**src/tsrb_pkg.sv**
```systemverilog
// Shared constants and request/response types for the timed setpoint ring buffer.
`timescale 1ns / 1ps
`default_nettype none

package tsrb_pkg;

  localparam int BufferPoints = 16;
  localparam int Joints       = 6;
  localparam int SlotW        = $clog2(BufferPoints);
  localparam int JointW       = 3;
  localparam int GoalDepth    = BufferPoints * Joints;
  localparam int GoalAw       = $clog2(GoalDepth);
  localparam int QueueDepth   = 2;
  localparam int QueuePtrW    = $clog2(QueueDepth);
  localparam int QueueCntW    = $clog2(QueueDepth + 1);

  typedef enum logic [1:0] {
    OP_START  = 2'd0,
    OP_WRITE  = 2'd1,
    OP_QUERY  = 2'd2,
    OP_UNUSED = 2'd3
  } op_e;

  typedef enum logic [2:0] {
    ST_STARTED  = 3'd0,
    ST_WRITTEN  = 3'd1,
    ST_REJECTED = 3'd2,
    ST_EMPTY    = 3'd3,
    ST_VALID    = 3'd4,
    ST_FINISHED = 3'd5
  } status_e;

  typedef struct packed {
    logic [1:0]  operation;
    logic [7:0]  point_index;
    logic [2:0]  joint;
    logic [31:0] time_ms;
    logic [31:0] position;
    logic [31:0] velocity;
    logic [31:0] point_count;
  } in_t;

  typedef struct packed {
    logic [2:0]  status;
    logic [2:0]  joint_out;
    logic [31:0] position_out;
    logic [31:0] velocity_out;
    logic        last;
  } out_t;

  typedef enum logic [1:0] {
    CMD_START  = 2'd0,
    CMD_WRITE  = 2'd1,
    CMD_REJECT = 2'd2,
    CMD_QUERY  = 2'd3
  } cmd_e;

  typedef struct packed {
    cmd_e              kind;
    logic [SlotW-1:0]  offset;
    logic [JointW-1:0] joint;
    logic [31:0]       time_ms;
    logic [31:0]       position;
    logic [31:0]       velocity;
    logic [31:0]       point_count;
  } cmd_t;

endpackage

`default_nettype wire

```
**src/tsrb_front.sv**
```systemverilog
// Front end: accepts requests, classifies them and drops unused operation codes.
`timescale 1ns / 1ps
`default_nettype none

module tsrb_front import tsrb_pkg::*; (
  input  logic clk_i,
  input  logic rst_ni,
  input  logic in_valid_i,
  output logic in_ready_o,
  input  in_t  in_req_i,
  output logic cmd_valid_o,
  input  logic cmd_ready_i,
  output cmd_t cmd_o
);

  logic valid_q, valid_d;
  cmd_t cmd_q, cmd_d;
  logic reject;
  logic keep;

  assign in_ready_o  = !valid_q || cmd_ready_i;
  assign cmd_valid_o = valid_q;
  assign cmd_o       = cmd_q;

  always_comb begin
    reject = (32'(in_req_i.point_index) >= 32'(BufferPoints - 1)) ||
             (32'(in_req_i.joint) >= 32'(Joints));
    keep   = 1'b1;
    cmd_d.offset      = in_req_i.point_index[SlotW-1:0];
    cmd_d.joint       = in_req_i.joint;
    cmd_d.time_ms     = in_req_i.time_ms;
    cmd_d.position    = in_req_i.position;
    cmd_d.velocity    = in_req_i.velocity;
    cmd_d.point_count = in_req_i.point_count;
    case (op_e'(in_req_i.operation))
      OP_START: cmd_d.kind = CMD_START;
      OP_WRITE: cmd_d.kind = reject ? CMD_REJECT : CMD_WRITE;
      OP_QUERY: cmd_d.kind = CMD_QUERY;
      default: begin
        cmd_d.kind = CMD_QUERY;
        keep       = 1'b0;
      end
    endcase

    valid_d = valid_q;
    if (in_ready_o) begin
      valid_d = in_valid_i && keep;
    end
  end

  always_ff @(posedge clk_i or negedge rst_ni) begin
    if (!rst_ni) begin
      valid_q <= 1'b0;
    end else begin
      valid_q <= valid_d;
    end
  end

  always_ff @(posedge clk_i) begin
    if (in_valid_i && in_ready_o) begin
      cmd_q <= cmd_d;
    end
  end

endmodule

`default_nettype wire

```
**config.mk**
```make
export PLATFORM = sky130hd
export DESIGN_NAME = tsrb_front
export DESIGN_NICKNAME = d
export VERILOG_FILES = /design/src/tsrb_pkg.sv /design/src/tsrb_front.sv
export SDC_FILE = /design/constraint.sdc
export NUM_CORES = 1
export LEC_CHECK = 0
export BUFFER_PORTS_ARGS = -buffer_cell sky130_fd_sc_hd__buf_2
export CAP_MARGIN = 20
export CORE_AREA = 2 2 111 113
export CTS_CLUSTER_SIZE = 8
export DETAILED_ROUTE_END_ITERATION = 10
export DIE_AREA = 0 0 113 115
export PLACE_DENSITY = 0.82
export SETUP_SLACK_MARGIN = 0.3
export SLEW_MARGIN = 20
export SYNTH_ARGS = -nofsm -noshare
export SYNTH_HDL_FRONTEND = slang
export SYNTH_SLANG_ARGS = --single-unit
```
**constraint.sdc**
```tcl
create_clock -name clk_i -period 6.5 [get_ports clk_i]
set_input_delay 0.975 -clock clk_i [delete_from_list [all_inputs] [get_ports clk_i]]
set_output_delay 0.975 -clock clk_i [all_outputs]
set_load 0.02 [all_outputs]
```
==> qor.csv <==
stage,metric,value,unit
layout,"Design Area, Final",0.006392,mm^2
setup_path,CP Max Fanout,72,
die,starting density of the core,0.3575,
sta,Final min period,2.758,ns
worst_hold_path,Min-Delay Path Class,in2async,
cts,cts repair resizes,0,
setup_path,Worst Setup Path Type,in2reg,
cts,CTS Buffer Depth,2,
yosys,post-synthesis async set-or-reset flop share,0.007246,
place,global placer's final weighted congestion,0.7457,
sta,Final Setup Violations,0,
power_and_ir_drop,Power Density,334.7,mW/mm^2
yosys,Syn Nets,294,
routing,Starting DRT DRC Count,232,
grt,Tot GR Track Use,0.1435,
grt,pin count of the biggest net entering global routing,73,
yosys,Cells after Synth,149,
power_and_ir_drop,Seq pwr share,0.494,
setup_path,Worst setup EP type,flop,
sta,slack of the critical path,3.742,ns
outcome,failing checks,design-rule violations,
grt,antenna violations before repair,1,
yosys,Synth Flop Type,edfxtp_1,
routing,DRC violation count after routing,20,
power_and_ir_drop,Logic pwr share,0.087,
job,Max Cap Viol,0,
routing,vias,2657,
die,row count,40,
yosys,sequential element share of the synthesized area,0.9801,
yosys,Yosys cell types,12,
power_and_ir_drop,power consumption,0.002140,W
power_and_ir_drop,Clock Power Share,0.419,
power_and_ir_drop,Net Switching,0.0004738,W
setup_path,worst-path cell chain,buf_2 > nand2b_1 > and2_4 > buf_4,
power_and_ir_drop,maximum vdd drop,0.2591,mV
layout,diode count,0,
setup_path,critical path arrival,2.79,ns
die,die span in y,115,um
layout,share of cells above drive strength 1,0.6796,
cts,H-Tree Level Count,4,
layout,fin nets,597,
routing,total wire length,9663,um
place,post-place setup slack,3.298,ns
cts,Clock transition at path regs,0.05,ns
sta,Worst Tran Pin Value,0.8599,ns
cts,CTS Sinks,138,
yosys,Mapped Avg Cell Area,28.34,um^2
place,Post-DP HPWL,7363,um
routing,Vias/cell,4.342,
die,core area,0.01181,mm^2
grt,GRT overflow,0,
cts,clock latency on the worst-skew pair,0.41,ns
sta,max_slew headroom,0.4267,
die,die footprint,0.01300,mm^2
grt,global-route wire length before repair,13410,um
sta,Worst Skew,0.004889,ns
cts,setup bufs post-CTS,0,
sta,fmax,362.6,MHz
routing,first drt pass iteration count,7,
routing,Detail Route Antenna Nets,0,
sta,setup_tns,0,ns
yosys,leading cell types by count after synthesis,"edfxtp_1, nand2_1",
yosys,post-synth top area cell,edfxtp_1,
routing,DR WL/cell,15.79,um
die,die width,113,um
cts,hold_buf cts,0,
yosys,Syn Std Cell Area,0.004223,mm^2
sta,hold_ws,0.3306,ns
die,I/O pins,284,
setup_path,critical path's slowest cell,buf_4,
sta,final hold viol count,0,
yosys,Synth top area share,0.9742,
setup_path,Max stage delay on crit path,0.80,ns
power_and_ir_drop,Int Power,0.001666,W
place,IO Port Bufs,283,
sta,RSZ-0062 raised after global routing,no,
place,"Cell Area, Placed",0.005833,mm^2
yosys,Seq cells post-synth,138,
grt,number of global-route vias before repair,2640,
cts,total CTS buffers,17,
outcome,status,"finished, violations left",
cts,root buf cell,clkbuf_16,
yosys,Yosys warning count,0,
yosys,synth top area cells,"edfxtp_1, dfrtp_1, nor4_4",
sta,Final Cycle Share,0.4243,
power_and_ir_drop,Switching Share,0.2215,
power_and_ir_drop,P_leak,2.750,nW
setup_path,"Req. time, crit path",6.53,ns
yosys,"EDFF count, synth",137,
sta,Final Max Tran Viols,0,
yosys,most common cell in the netlist,edfxtp_1,
cts,CTS tree,yes,
setup_path,CP startpoint kind,primary input,
layout,synth-to-layout area growth,51.38,%
through the flow:
stage | cells | util
2_1_floorplan | 149 | -
3_3_place_gp | 580 | 0.4939
3_5_place_dp | 580 | 0.4939
4_1_cts | 612 | 0.5412
5_1_grt | 612 | 0.5412
6_report | 612 | 0.5412
area by class of cell:
class	instances	area, um^2
Fill cell	948	5419
Sequential cell	138	4139
Timing Repair Buffer	284	1424
Clock buffer	17	425.4
Tap cell	147	183.9
Clock inverter	15	133.9
Multi-Input combinational cell	10	82.58
Inverter	1	3.754
registers in the layout (all words and copies together) (netlist names):
| signal | flops |
|---|---|
| cmd_valid_o | 1 |
| cmd_o | 137 |
routing by layer:
metal | vias up | global-route usage | wire [um]
met5 | - | 0 | 13
met4 | 2 | 0.05691 | 114
met3 | 12 | 0.08751 | 1214
met2 | 174 | 0.2343 | 4974
met1 | 1251 | 0.1519 | 3346
li1 | 1218 | - | -
critical path: cells and delay by family:
kind	cells	cell delay (ns)
buffers and inverters	2	0.88
and+or+nand+nor	2	0.82
power by group through the flow:
stage | clock, W | combinational, W | sequential (W)
3_3_place_gp | 0 | 0.000184 | 0.00107
2_1_floorplan | 0 | 0.0000202 | 0.00115
6_report | 0.000896 | 0.000187 | 0.00106
3_5_place_dp | 0 | 0.000190 | 0.00108
4_1_cts | 0.000915 | 0.000190 | 0.00106
5_1_grt | 0.000956 | 0.000200 | 0.00106
final timing paths:
check | start | to | slack [ns] | cells after the start
min in group clk_i | cmd_valid_o | cmd_valid_o | 0.54 | 2
worst max-delay path | cmd_ready_i | cmd_o[41] | 3.74 | 4
worst min-delay path | rst_ni | cmd_valid_o | 0.33 | 1
max in group asynchronous | rst_ni | cmd_valid_o | 6.09 | 1
worst max register to register | cmd_valid_o | cmd_o[41] | 4.03 | 3
worst min register to register | cmd_valid_o | cmd_valid_o | 0.54 | 2
placed cells by master, fill, tap and decap left out, drive strengths merged, types with 2 or more instances in the layout:
cell type,synthesis,layout
clkinv,0,11
edfxtp,137,137
bufinv,0,2
clkbuf,0,17
buf,0,284
clkinvlp,0,2
nand2,2,2
cell families after synthesis:
group	Yosys count	share of synthesized area
AND/OR/NAND/NOR	7	0.01215
buffers and inverters	1	0.0008880
AO/OA/AOI/OAI	3	0.006815
flip-flops	138	0.9801
No activity file was read; power rests on OpenSTA's default activity.
