$ cat src/tsrb_pkg.sv
// Shared constants and request/response types for the timed setpoint ring buffer.
`timescale 1ns / 1ps
`default_nettype none

package tsrb_pkg;

  localparam int BufferPoints = 16;
  localparam int Joints       = 6;
  localparam int SlotW        = $clog2(BufferPoints);
  localparam int JointW       = 3;
  localparam int GoalDepth    = BufferPoints * Joints;
  localparam int GoalAw       = $clog2(GoalDepth);
  localparam int QueueDepth   = 2;
  localparam int QueuePtrW    = $clog2(QueueDepth);
  localparam int QueueCntW    = $clog2(QueueDepth + 1);

  typedef enum logic [1:0] {
    OP_START  = 2'd0,
    OP_WRITE  = 2'd1,
    OP_QUERY  = 2'd2,
    OP_UNUSED = 2'd3
  } op_e;

  typedef enum logic [2:0] {
    ST_STARTED  = 3'd0,
    ST_WRITTEN  = 3'd1,
    ST_REJECTED = 3'd2,
    ST_EMPTY    = 3'd3,
    ST_VALID    = 3'd4,
    ST_FINISHED = 3'd5
  } status_e;

  typedef struct packed {
    logic [1:0]  operation;
    logic [7:0]  point_index;
    logic [2:0]  joint;
    logic [31:0] time_ms;
    logic [31:0] position;
    logic [31:0] velocity;
    logic [31:0] point_count;
  } in_t;

  typedef struct packed {
    logic [2:0]  status;
    logic [2:0]  joint_out;
    logic [31:0] position_out;
    logic [31:0] velocity_out;
    logic        last;
  } out_t;

  typedef enum logic [1:0] {
    CMD_START  = 2'd0,
    CMD_WRITE  = 2'd1,
    CMD_REJECT = 2'd2,
    CMD_QUERY  = 2'd3
  } cmd_e;

  typedef struct packed {
    cmd_e              kind;
    logic [SlotW-1:0]  offset;
    logic [JointW-1:0] joint;
    logic [31:0]       time_ms;
    logic [31:0]       position;
    logic [31:0]       velocity;
    logic [31:0]       point_count;
  } cmd_t;

endpackage

`default_nettype wire

$ cat src/tsrb_queue.sv
// Small command queue between the front end and the execution engine.
`timescale 1ns / 1ps
`default_nettype none

module tsrb_queue import tsrb_pkg::*; (
  input  logic clk_i,
  input  logic rst_ni,
  input  logic push_valid_i,
  output logic push_ready_o,
  input  cmd_t push_i,
  output logic pop_valid_o,
  input  logic pop_ready_i,
  output cmd_t pop_o
);

  localparam logic [QueuePtrW-1:0] PtrLast = QueuePtrW'(QueueDepth - 1);
  localparam logic [QueueCntW-1:0] CntFull = QueueCntW'(QueueDepth);

  cmd_t                 mem_q [QueueDepth];
  logic [QueuePtrW-1:0] wr_q, rd_q;
  logic [QueueCntW-1:0] cnt_q;
  logic                 push, pop;

  assign push_ready_o = cnt_q != CntFull;
  assign pop_valid_o  = cnt_q != '0;
  assign pop_o        = mem_q[rd_q];
  assign push         = push_valid_i && push_ready_o;
  assign pop          = pop_valid_o && pop_ready_i;

  always_ff @(posedge clk_i or negedge rst_ni) begin
    if (!rst_ni) begin
      wr_q  <= '0;
      rd_q  <= '0;
      cnt_q <= '0;
    end else begin
      if (push) begin
        wr_q <= (wr_q == PtrLast) ? '0 : wr_q + 1'b1;
      end
      if (pop) begin
        rd_q <= (rd_q == PtrLast) ? '0 : rd_q + 1'b1;
      end
      if (push && !pop) begin
        cnt_q <= cnt_q + 1'b1;
      end else if (pop && !push) begin
        cnt_q <= cnt_q - 1'b1;
      end
    end
  end

  always_ff @(posedge clk_i) begin
    if (push) begin
      mem_q[wr_q] <= push_i;
    end
  end

endmodule

`default_nettype wire

$ cat config.mk
export PLATFORM = sky130hd
export DESIGN_NAME = tsrb_queue
export DESIGN_NICKNAME = d
export VERILOG_FILES = /design/src/tsrb_pkg.sv /design/src/tsrb_queue.sv
export SDC_FILE = /design/constraint.sdc
export NUM_CORES = 1
export LEC_CHECK = 0
export BUFFER_PORTS_ARGS = -buffer_cell sky130_fd_sc_hd__buf_2
export CAP_MARGIN = 20
export CORE_ASPECT_RATIO = 0.5
export CORE_MARGIN = 5
export CORE_UTILIZATION = 35
export CTS_CLUSTER_DIAMETER = 40
export DETAILED_ROUTE_END_ITERATION = 16
export PLACE_DENSITY_LB_ADDON = 0.1
export RECOVER_POWER = 50
export SKIP_LAST_GASP = 1
export SLEW_MARGIN = 15
export SYNTH_ARGS = -nofsm -noshare
export SYNTH_HDL_FRONTEND = slang
export SYNTH_SLANG_ARGS = --single-unit
export TNS_END_PERCENT = 50
$ cat constraint.sdc
create_clock -name clk_i -period 9.3 [get_ports clk_i]
set_clock_uncertainty 0.05 [all_clocks]
set_input_delay 1.86 -clock clk_i [delete_from_list [all_inputs] [get_ports clk_i]]
set_output_delay 1.86 -clock clk_i [all_outputs]
set_load 0.005 [all_outputs]
==> impl_results.md <==
- Setup CP Type: in -> reg
- Total Power: 4.15 mW
- Antenna violations before repair: 1
- Final WL: 21900 um
- Worst Path Arrival: 5.48 ns
- Leakage: 4.70 nW
- PwrDens: 320 mW/mm^2
- CTS H-tree lvls: 2
- Syn_nets: 586
- Final hold violations: 0
- Synth warnings: 0
- Vias in the first global route: 5489
- Hpwl dp: 14200 um
- Pin count of the biggest net entering global routing: 111
- Storage cell area: 0.00833 sq mm
- TritonCTS clock tree: yes
- Area Growth Syn to Fin: 28.0%
- Total congestion overflow: 0
- Placed inst area: 0.0119 sq mm
- Clock transition at path regs: 0.05 ns
- Clock power frac: 31.8%
- CP required: 9.36 ns
- Min-delay worst type: reg -> reg
- Sequential power share: 44.3%
- Net switching power: 1.13 mW
- Core Area: 0.0287 sq mm
- Violated checks: capacitance limit, slew limit
- DR iter-0 viols: 211
- Clk_lat worst skew: 0.49 ns
- Full die area: 0.0326 sq mm
- Slew HR: -118%
- Design Area, Final: 0.0130 sq mm
- Fillers: 2600
- Fin nets: 890
- Post-Synthesis Cell Area: 0.0101 sq mm
- Synth unique cells: 14
- Hold Slack: 0.431 ns
- Cells after Synth: 444
- Crit start category: input port
- Maximum fanout along the worst path: 72
- Vias per cell: 4.42
- ANT nets after route: 0
- Num rows: 44
- Crit. End Element: flip-flop
- Post-Synthesis Mean Instance Area: 22.8 sq um
- Fin Setup TNS: 0 ns
- GRT Overall Usage: 12.8%
- Clock Path Buffers: 3
- DR pass1 iterations: 4
- Final Max Slew Viols: 95
- DRC: 0
- Tcrit/Tclk final: 58.2%
- Internal: 3.02 mW
- Die X: 251 um
- IO buf count: 279
- First-pass GRT wire length: 32000 um
- Clk sink count: 278
- Register area share after synthesis: 82.2%
- Total of max-cap violations: 2
- Worst slew pin tran: 3.27 ns
- Switching share of power: 27.3%
- Status: finished, violations left
- VDD IR-drop max: 0.122 mV
- Num CTS Buffers: 35
- Die Span Y: 130 um
- Setup Viol. Count Final: 0
- Achievable Freq: 0.185 GHz
- Io pins: 280
- Post-CTS Resized: 0
- Minimum clock period after layout: 5.41 ns
- Total number of vias: 5154
- Final RePlAce weighted congestion: 0.698
- Hold Buf Count CTS: 0
- Starting Density: 35.2%
- Flops & latches, synth: 278
- Power share of the combinational group: 23.9%
- Multi-input gate area: 0.00163 sq mm
- Clock root buffer: clkbuf_16
- Post-CTS Setup Inserts: 0
- Layout cells sized above 1: 54.5%
- RSZ-0062 raised after global routing: false
- Routed wire per std cell: 18.8 um
==> power by group through the flow <==
stage / Sequential [mW] / Combinational (mW) / Clock [mW]
final: 1.84 / 0.993 / 1.32
after global routing: 1.87 / 1.08 / 1.43
after CTS: 1.84 / 1.04 / 1.36
after detailed placement: 1.87 / 1.04 / 0
after global placement: 1.86 / 1.04 / 0
after floorplan: 1.83 / 0.667 / 0
==> worst max-delay path, stage by stage <==
cell	delay [ns]
clkbuf_1	0.09
and3_1	2.39
buf_4	1.09
==> state kept, by name (all words and copies together), names as in the netlist <==
name   flops
cnt_q      2
mem_q    274
rd_q       1
wr_q       1
==> routing by layer <==
metal	wire length (um)	GRT usage, %	part of all wire [%]
met4	403	3.59	1.8
met3	1090	3.92	5.0
met2	12300	24.5	56
met5	0	0	0
met1	8080	13.9	37
==> cell type report <==
cell class | instances | area share (%)
Multi-Input combinational cell | 150 | 12.6
Clock inverter | 20 | 1.50
Tap cell | 391 | 3.77
Clock buffer | 43 | 7.31
Timing Repair Buffer | 282 | 10.5
Inverter | 1 | 0.0289
Antenna cell | 1 | 0.0193
Sequential cell | 278 | 64.3
==> synthesized netlist by cell type <==
| cell type | n | share of area, % |
|---|---|---|
| buf_2 | 1 | 0.049 |
| mux2_2 | 137 | 15 |
| edfxtp_1 | 274 | 81 |
| nand2b_1 | 1 | 0.062 |
| xor2_1 | 2 | 0.17 |
| nor2_1 | 2 | 0.074 |
| buf_6 | 14 | 1.6 |
| nand2_1 | 2 | 0.074 |
| or2_2 | 1 | 0.062 |
| inv_1 | 1 | 0.037 |
| and3_1 | 1 | 0.062 |
| ha_1 | 1 | 0.12 |
| xnor2_1 | 3 | 0.26 |
| dfrtp_1 | 4 | 0.99 |
==> cell usage in the layout, fill, tap and decap left out <==
cell and instances:
clkinv_2 4, buf_12 1, nand2_1 2, inv_8 1, clkbuf_16 37, or2_2 1
bufinv_16 2, clkinvlp_4 1, mux2_2 137, edfxtp_1 274, dfrtp_1 3, buf_2 225
clkbuf_1 59, ha_1 1, dfrtp_4 1, nor2_1 2, clkinv_1 2, inv_1 1
buf_1 1, xnor2_1 3, clkinv_4 6, and3_1 1, xor2_1 2, diode_2 1
nand2b_1 1, buf_4 2, inv_6 4
==> logic make-up (layout without fill, tap and decap cells) <==
logic type | Yosys count | after routing | share of synthesized area, %
flip-flops | 278 | 278 | 82.2
multiplexers | 137 | 137 | 15.2
XOR/XNOR | 5 | 5 | 0.432
buffers and inverters | 16 | 346 | 1.64
AND/OR/NAND/NOR | 7 | 7 | 0.334
adder cells (fa/ha/maj) | 1 | 1 | 0.124
other | 0 | 1 | 0
==> worst paths after layout <==
check,from,end,slack (ns),cells past startpoint
max,push_valid_i,mem_q[1][84]$_DFFE_PP_,3.89,3
min,cnt_q[1]$_DFFE_PN0P_,cnt_q[1]$_DFFE_PN0P_,0.43,1
max reg2reg,cnt_q[0]$_DFFE_PN0P_,mem_q[1][84]$_DFFE_PP_,4.77,3
min reg2reg,cnt_q[1]$_DFFE_PN0P_,cnt_q[1]$_DFFE_PN0P_,0.43,1
max in group asynchronous,rst_ni,rd_q$_DFFE_PN0P_,7.82,1
min in group asynchronous,rst_ni,wr_q$_DFFE_PN0P_,1.15,1
==> stage by stage <==
stage                     setup slack [ns]  utilization, %  instances
after floorplan                      0.976               -        444
after detailed placement              4.69            41.4       1102
final                                 3.89            45.1       1166
after global routing                  3.41            45.1       1166
after global placement                4.71            41.4       1102
after CTS                             4.14            45.4       1165
(Power assumes the default switching activity.)
